**config.mk**
```make
export PLATFORM = sky130hd
export DESIGN_NAME = epoch_seconds_to_calendar_unit
export DESIGN_NICKNAME = d
export VERILOG_FILES = /design/src/ep2cal_pkg.sv /design/src/ep2cal_split.sv /design/src/ep2cal_tod.sv /design/src/ep2cal_date.sv /design/src/epoch_seconds_to_calendar_unit.sv
export SDC_FILE = /design/constraint.sdc
export NUM_CORES = 2
export LEC_CHECK = 0
export BUFFER_PORTS_ARGS = -buffer_cell sky130_fd_sc_hd__buf_4
export CAP_MARGIN = 5
export CORE_MARGIN = 2
export CORE_UTILIZATION = 49
export CTS_CLUSTER_SIZE = 40
export DETAILED_ROUTE_END_ITERATION = 7
export GPL_ROUTABILITY_DRIVEN = 0
export SYNTH_ARGS = -nofsm -noshare
export SYNTH_HDL_FRONTEND = slang
export SYNTH_SLANG_ARGS = --single-unit
```
**constraint.sdc**
```tcl
create_clock -name clk -period 8.5 [get_ports clk]
set_input_delay 0.425 -clock clk [delete_from_list [all_inputs] [get_ports clk]]
set_output_delay 0.425 -clock clk [all_outputs]
set_load 0.005 [all_outputs]
```
**src/ep2cal_pkg.sv**
```systemverilog
package ep2cal_pkg;

	// day split: t / 86400 = (t >> 7) / 675
	localparam int unsigned DAY_SHIFT       = 7;
	localparam logic [9:0]  DAY_ODD         = 10'd675;
	localparam logic [30:0] DAY_RECIP       = 31'd1628906115;  // floor(2^40 / 675)
	localparam int unsigned DAY_RECIP_SHIFT = 40;

	// time of day
	localparam logic [11:0] SECS_PER_HOUR   = 12'd3600;
	localparam logic [15:0] HOUR_RECIP      = 16'd37283;       // ceil(2^27 / 3600)
	localparam int unsigned HOUR_SHIFT      = 27;
	localparam logic [5:0]  SECS_PER_MIN    = 6'd60;
	localparam logic [12:0] MIN_RECIP       = 13'd4370;        // ceil(2^18 / 60)
	localparam int unsigned MIN_SHIFT       = 18;

	// weekday: (days + 4) mod 7, 1970-01-01 is a thursday
	localparam logic [2:0]  EPOCH_WEEKDAY   = 3'd4;
	localparam logic [2:0]  DAYS_PER_WEEK   = 3'd7;
	localparam logic [16:0] WEEK_RECIP      = 17'd74899;       // ceil(2^19 / 7)
	localparam int unsigned WEEK_SHIFT      = 19;

	// date: four-year cycles counted from 1968-03-01
	localparam logic [15:0] DAY_2100_MAR01  = 16'd47541;       // days from 1970-01-01
	localparam logic [9:0]  BASE_OFFSET     = 10'd671;         // 1968-03-01 to 1970-01-01
	localparam logic [10:0] DAYS_PER_CYCLE  = 11'd1461;
	localparam logic [15:0] CYCLE_RECIP     = 16'd45934;       // ceil(2^26 / 1461)
	localparam int unsigned CYCLE_SHIFT     = 26;
	localparam logic [8:0]  DAYS_PER_YEAR   = 9'd365;
	localparam logic [11:0] BASE_YEAR       = 12'd1968;

	// march-based month starts, index 0 is march, 10 january, 11 february
	localparam logic [8:0] MON_START [12] = '{
		9'd0, 9'd31, 9'd61, 9'd92, 9'd122, 9'd153,
		9'd184, 9'd214, 9'd245, 9'd275, 9'd306, 9'd337
	};
	localparam logic [3:0] MP_JANUARY = 4'd10;

	// zone offset after reset, eight hours
	localparam logic signed [16:0] ZONE_RESET = 17'sd28800;

endpackage

```
**src/ep2cal_split.sv**
```systemverilog
module ep2cal_split
	import ep2cal_pkg::*;
(
	input  logic               clk,
	input  logic               adv,
	input  logic [31:0]        epoch_seconds,
	input  logic signed [16:0] zone,
	output logic [15:0]        days_s3,
	output logic [16:0]        hms_s3
);

	logic [31:0] t_s1;
	logic [31:0] t_s2;
	logic [55:0] prod_s2;

	logic [15:0] q0;
	logic [24:0] x;
	logic [25:0] qm;
	logic [10:0] r_raw;
	logic        r_ge;

	// quotient estimate is exact or one low, one compare fixes it
	always_comb begin
		q0    = prod_s2[DAY_RECIP_SHIFT +: 16];
		x     = t_s2[31:DAY_SHIFT];
		qm    = 26'(q0) * 26'(DAY_ODD);
		r_raw = 11'(26'(x) - qm);
		r_ge  = (r_raw >= 11'(DAY_ODD));
	end

	always_ff @(posedge clk) begin
		if (adv) begin
			t_s1    <= epoch_seconds + {{15{zone[16]}}, zone};
			t_s2    <= t_s1;
			prod_s2 <= 56'(t_s1[31:DAY_SHIFT]) * 56'(DAY_RECIP);
			days_s3 <= r_ge ? q0 + 16'd1 : q0;
			hms_s3  <= {(r_ge ? 10'(r_raw - 11'(DAY_ODD)) : r_raw[9:0]), t_s2[DAY_SHIFT-1:0]};
		end
	end

endmodule

```
**src/ep2cal_tod.sv**
```systemverilog
module ep2cal_tod
	import ep2cal_pkg::*;
(
	input  logic        clk,
	input  logic        adv,
	input  logic [16:0] hms_s3,
	output logic [4:0]  hour_s8,
	output logic [5:0]  minute_s8,
	output logic [5:0]  second_s8
);

	logic [32:0] hprod;
	logic [24:0] mprod;

	logic [16:0] hms_s4;
	logic [4:0]  hour_s4, hour_s5, hour_s6, hour_s7;
	logic [11:0] rh_s5, rh_s6;
	logic [5:0]  min_s6, min_s7;
	logic [5:0]  sec_s7;

	always_comb begin
		hprod = 33'(hms_s3) * 33'(HOUR_RECIP);
		mprod = 25'(rh_s5) * 25'(MIN_RECIP);
	end

	always_ff @(posedge clk) begin
		if (adv) begin
			hms_s4    <= hms_s3;
			hour_s4   <= hprod[HOUR_SHIFT +: 5];
			hour_s5   <= hour_s4;
			rh_s5     <= 12'(hms_s4 - 17'(hour_s4) * 17'(SECS_PER_HOUR));
			hour_s6   <= hour_s5;
			rh_s6     <= rh_s5;
			min_s6    <= mprod[MIN_SHIFT +: 6];
			hour_s7   <= hour_s6;
			min_s7    <= min_s6;
			sec_s7    <= 6'(rh_s6 - 12'(min_s6) * 12'(SECS_PER_MIN));
			hour_s8   <= hour_s7;
			minute_s8 <= min_s7;
			second_s8 <= sec_s7;
		end
	end

endmodule

```
**src/ep2cal_date.sv**
```systemverilog
module ep2cal_date
	import ep2cal_pkg::*;
(
	input  logic        clk,
	input  logic        adv,
	input  logic [15:0] days_s3,
	output logic [11:0] year_s8,
	output logic [3:0]  month_s8,
	output logic [4:0]  dom_s8,
	output logic [2:0]  weekday_s8
);

	logic [15:0] wx;
	logic [32:0] wprod;
	logic [31:0] cprod;

	logic [15:0] z_s4, z_s5;
	logic [15:0] wx_s4;
	logic [12:0] wq_s4;
	logic [5:0]  cq_s5, cq_s6;
	logic [2:0]  wk_s5, wk_s6, wk_s7;
	logic [10:0] r_s6;
	logic [8:0]  doy_s7;
	logic [11:0] yearm_s7;

	logic [1:0]  yoc;
	logic [3:0]  mp;

	always_comb begin
		wx    = days_s3 + 16'(EPOCH_WEEKDAY);
		wprod = 33'(wx) * 33'(WEEK_RECIP);
		cprod = 32'(z_s4) * 32'(CYCLE_RECIP);
	end

	// year within the four-year cycle, the last one is the leap year
	always_comb begin
		priority if (r_s6 >= 11'(3 * DAYS_PER_YEAR)) yoc = 2'd3;
		else if (r_s6 >= 11'(2 * DAYS_PER_YEAR))     yoc = 2'd2;
		else if (r_s6 >= 11'(DAYS_PER_YEAR))         yoc = 2'd1;
		else                                          yoc = 2'd0;
	end

	// starts rise monotonically, so the last hit is the month
	always_comb begin
		mp = 4'd0;
		for (int i = 1; i < 12; i++) begin
			if (doy_s7 >= MON_START[i]) mp = 4'(i);
		end
	end

	always_ff @(posedge clk) begin
		if (adv) begin
			// a phantom feb 29 in 2100 keeps the plain four-year rule valid
			z_s4       <= days_s3 + 16'(days_s3 >= DAY_2100_MAR01) + 16'(BASE_OFFSET);
			wx_s4      <= wx;
			wq_s4      <= wprod[WEEK_SHIFT +: 13];
			z_s5       <= z_s4;
			cq_s5      <= cprod[CYCLE_SHIFT +: 6];
			wk_s5      <= 3'(wx_s4 - 16'(wq_s4) * 16'(DAYS_PER_WEEK));
			cq_s6      <= cq_s5;
			r_s6       <= 11'(z_s5 - 16'(cq_s5) * 16'(DAYS_PER_CYCLE));
			wk_s6      <= wk_s5;
			doy_s7     <= 9'(r_s6 - 11'(yoc) * 11'(DAYS_PER_YEAR));
			yearm_s7   <= BASE_YEAR + {4'd0, cq_s6, 2'd0} + 12'(yoc);
			wk_s7      <= wk_s6;
			year_s8    <= yearm_s7 + 12'(mp >= MP_JANUARY);
			month_s8   <= (mp < MP_JANUARY) ? mp + 4'd3 : mp - 4'd9;
			dom_s8     <= 5'(doy_s7 - MON_START[mp] + 9'd1);
			weekday_s8 <= wk_s7;
		end
	end

endmodule

```
**src/epoch_seconds_to_calendar_unit.sv**
```systemverilog
// Converts a 32-bit count of seconds since 1970-01-01 00:00:00 into local calendar
// fields: year, month, day_of_month, hour, minute, second and weekday (0 is sunday).
// The signed 17-bit zone offset (reset value 28800, eight hours) is added first and
// the sum wraps modulo 2^32, so every result lies between 1970-01-01 and 2106-02-07.
// Leap years follow the full gregorian rule, 2100 is not a leap year. The block is
// an eight-stage pipeline: an accepted item passes through the stage registers s1 to
// s8 and its result is shown from the s8 registers, and a new item can enter
// every cycle unless the output stalls. The output register holds a result until it
// is taken; while it waits, the whole pipeline holds and in_ready is low. Write the
// zone offset only while no items are in flight.
module epoch_seconds_to_calendar_unit
	import ep2cal_pkg::*;
(
	input  logic               clk,
	input  logic               arst_n,
	// configuration
	input  logic               cfg_we,
	input  logic signed [16:0] cfg_wdata,
	// input item
	input  logic               in_valid,
	output logic               in_ready,
	input  logic [31:0]        epoch_seconds,
	// result item
	output logic               out_valid,
	input  logic               out_ready,
	output logic [11:0]        year,
	output logic [3:0]         month,
	output logic [4:0]         day_of_month,
	output logic [4:0]         hour,
	output logic [5:0]         minute,
	output logic [5:0]         second,
	output logic [2:0]         weekday
);

	logic signed [16:0] zone_q;

	// one valid bit per stage, all stages move together
	logic v_s1, v_s2, v_s3, v_s4, v_s5, v_s6, v_s7, v_s8;
	logic adv;

	logic [15:0] days_s3;
	logic [16:0] hms_s3;

	// pipeline moves unless a finished result sits unclaimed
	assign adv       = !v_s8 || out_ready;
	assign in_ready  = adv;
	assign out_valid = v_s8;

	// zone offset register
	always_ff @(posedge clk or negedge arst_n) begin
		if (!arst_n) begin
			zone_q <= ZONE_RESET;
		end else if (cfg_we) begin
			zone_q <= cfg_wdata;
		end
	end

	// valid chain
	always_ff @(posedge clk or negedge arst_n) begin
		if (!arst_n) begin
			v_s1 <= 1'b0;
			v_s2 <= 1'b0;
			v_s3 <= 1'b0;
			v_s4 <= 1'b0;
			v_s5 <= 1'b0;
			v_s6 <= 1'b0;
			v_s7 <= 1'b0;
			v_s8 <= 1'b0;
		end else if (adv) begin
			v_s1 <= in_valid;
			v_s2 <= v_s1;
			v_s3 <= v_s2;
			v_s4 <= v_s3;
			v_s5 <= v_s4;
			v_s6 <= v_s5;
			v_s7 <= v_s6;
			v_s8 <= v_s7;
		end
	end

	// stages 1-3: zone add, reciprocal multiply by 1/675, remainder fix-up
	ep2cal_split u_split (
		.clk           (clk),
		.adv           (adv),
		.epoch_seconds (epoch_seconds),
		.zone          (zone_q),
		.days_s3       (days_s3),
		.hms_s3        (hms_s3)
	);

	// stages 4-8: seconds of day into hour, minute, second
	ep2cal_tod u_tod (
		.clk       (clk),
		.adv       (adv),
		.hms_s3    (hms_s3),
		.hour_s8   (hour),
		.minute_s8 (minute),
		.second_s8 (second)
	);

	// stages 4-8: day count into year, month, day and weekday
	ep2cal_date u_date (
		.clk        (clk),
		.adv        (adv),
		.days_s3    (days_s3),
		.year_s8    (year),
		.month_s8   (month),
		.dom_s8     (day_of_month),
		.weekday_s8 (weekday)
	);

endmodule

```
==> metrics <==
syn_nets 4792; Max Buffers Root-to-Sink 3; Distinct cells, synth slightly below 80; Area Overhead vs Synth 8.718%; All-Layer GR Usage 0.2031; antenna violations before repair 0; crit-path max cell delay 610 ps; first-iteration detailed-routing DRC count around 1000; Routed WL 79130 um; wire per inst roughly 17 um; critical path class reg -> reg; Clk pin slew, worst setup/hold paths about 60 ps; Top delay family on crit path adder cells; status finished, final reports clean; Final Hold Viols 0; WP buf/inv 2; async set or reset register ratio after synthesis 0.07862; CTS tree done; YS warnings 0; first-pass GRT wire length 129900 um; Die Ht roughly 280 um; RSZ-0062 raised after global routing no; max cap viols 0; most numerous cell in the Yosys netlist inv_1; IO Pins between 90 and 100; slowest CP cell edfxtp_1; Primary FF master, synth edfxtp_1; DRC viols 0; nets@finish about 4900; row cnt around 100; CP dominant cell by count fa_1; shortest period the worst path allows 6819 ps; Routed Antenna Nets 0; layout cells sized above 1 0.06082; top cells by area, synth ha_1 28%, edfxtp_1 23%, fa_1 23%; clk root buf clkbuf_16; CP startpoint kind flip-flop; Worst EP required just under 9000 ps; setup ws final around 1700 ps; Worst Tran Pin Value 1034 ps; die area between 0.08 and 0.09 mm2; Seq/Total Area, Yosys 0.2448; hpwl dp between 60000 and 70000 um; worst-path maximum fanout 9; Tcrit/Tclk final 0.8022; cts repair resizes 0; clk_skew 40.71 ps; starting density of the core 0.4964; FF+latch count, synth about 320; Setup violations, final 0; TritonCTS Sinks between 300 and 400; area leader, netlist ha_1; core box area 0.07759 mm2; Critical Path End Type flip-flop; DR pass1 iterations 5; vias 23340; syn_area_per_cell approximately 11 um2; fin. max-slew vios 0; Fmax achieved approximately 0.15 GHz; number of setup buffers added after CTS 0; post-synth top area share 0.2790; vias per cell approximately 5.0; clk_lat worst skew about 600 ps; H-tree Lvls 2; ANT cells 0; die width 284.4 um; Syn Inst Count ~3400; worst hold path type in -> reg; buffers added on ports between 90 and 100; CTS buffer count 41; synth cell count leaders 863 x inv_1, 859 x ha_1, 438 x fa_1; Critical Path AT roughly 7000 ps; fillers a little under 7000; vias in the first global route ~25000; sequence of cells on the critical path fa_1, ha_1, fa_1, fa_1, fa_1, fa_1, inv_1, fa_1, inv_1, ha_1, a211oi_1, nor2_1, a2111oi_0, a21oi_1, nor3_1, o21ai_0, a21oi_1, xnor2_1; relative max-transition margin 0.3105; GRT overflow 0; Cell Area, Synth slightly below 0.04 mm2; EDFF count, synth around 300; largest net degree at the start of global routing 171; setup TNS 0 ps; Placement Setup Slack about 1600 ps
-- what timing repair did --
item,4_1_cts,5_1_grt
hold buffers,1,0
hold endpoints to repair,25,0
endpoints found under the setup margin,0,0
-- worst paths after layout --
kind                                   from                   to  slack (ps)  depth (start not counted)
setup / recovery           u_split.t_s1[23]  u_split.prod_s2[50]        1680                         18
hold / removal                cfg_wdata[16]           zone_q[16]          70                          2
setup reg to reg           u_split.t_s1[23]  u_split.prod_s2[50]        1680                         18
hold reg to reg             u_tod.hms_s4[3]       u_tod.rh_s5[3]         410                          0
max in group asynchronous            arst_n           zone_q[13]        7930                          2
min in group asynchronous            arst_n            zone_q[6]         280                          2
-- registers in the layout (all words and copies together), names as in the netlist, 12 cells and up --
signal	count
u_split.hms_s3	17
u_tod.rh_s5	12
u_split.t_s1	32
u_tod.hms_s4	12
u_split.days_s3	16
u_split.t_s2	17
u_date.z_s4	16
u_split.prod_s2	17
u_date.year_s8	12
zone_q	17
-- cell usage in the layout (no fill, tap or decap), types with 5 or more instances in the layout --
cell type,Yosys,routed
inv_1,863,862
ha_1,859,859
fa_1,438,438
edfxtp_1,293,293
xnor2_1,132,132
a21oi_1,109,109
buf_4,0,99
nand2_1,86,86
nor2_1,80,80
o21ai_0,73,73
xor2_1,68,68
clkbuf_16,0,41
nand3_1,38,38
a21o_1,36,36
nor3_1,26,26
mux2_2,25,25
nand4_1,24,24
o21a_1,23,23
dfrtp_1,21,21
and3_1,19,19
a211oi_1,17,17
nand2b_1,15,15
o211ai_1,14,14
nor2b_1,12,12
o21bai_1,12,12
a21boi_0,9,9
a2111oi_0,8,8
a31oi_1,8,8
nor4_1,7,7
o31ai_1,7,7
or2_2,7,7
or3_1,6,6
a31o_2,6,6
clkbuf_1,12,6
nor3b_1,5,5
clkinvlp_4,0,5
clkinv_1,0,5
-- per-stage QoR --
step                      instance area, um2  cells  utilization  hold WS (ps)
after floorplan                        38520   3441            -         129.4
after global placement                 40520   4566       0.5222         350.5
after detailed placement               40520   4566       0.5222         349.5
after CTS                              41880   4641       0.5397         35.04
after global routing                   41880   4641       0.5397         50.61
final                                  41880   4641       0.5397         73.22
-- kinds of logic after synthesis --
logic type,Yosys count,share of synthesized area
adder cells (fa/ha/maj),1297,0.5066
buffers and inverters,878,0.08598
AO/OA/AOI/OAI,375,0.06438
AND/OR/NAND/NOR,346,0.04492
flip-flops,318,0.2448
XOR/XNOR,200,0.04547
multiplexers,27,0.007828
-- area by class of cell --
type	instances	area [um2]	area share
Timing Repair Buffer	101	773.2	0.01846
Inverter	863	3247	0.07753
Multi-Input combinational cell	2245	25780	0.6156
Clock inverter	27	300.3	0.007170
Tap cell	1040	1301	0.03107
Sequential cell	318	9429	0.2252
Clock buffer	47	1049	0.02504
-- per-layer routing --
metal	GRT usage	share of wire
met5	0	0
met1	0.2632	0.44
met4	0.06263	0.032
met2	0.3532	0.49
met3	0.02689	0.035
Power is left out: the tool's default activity adds up to more than one toggle a clock period on the data nets, which glitch-free logic cannot reach.
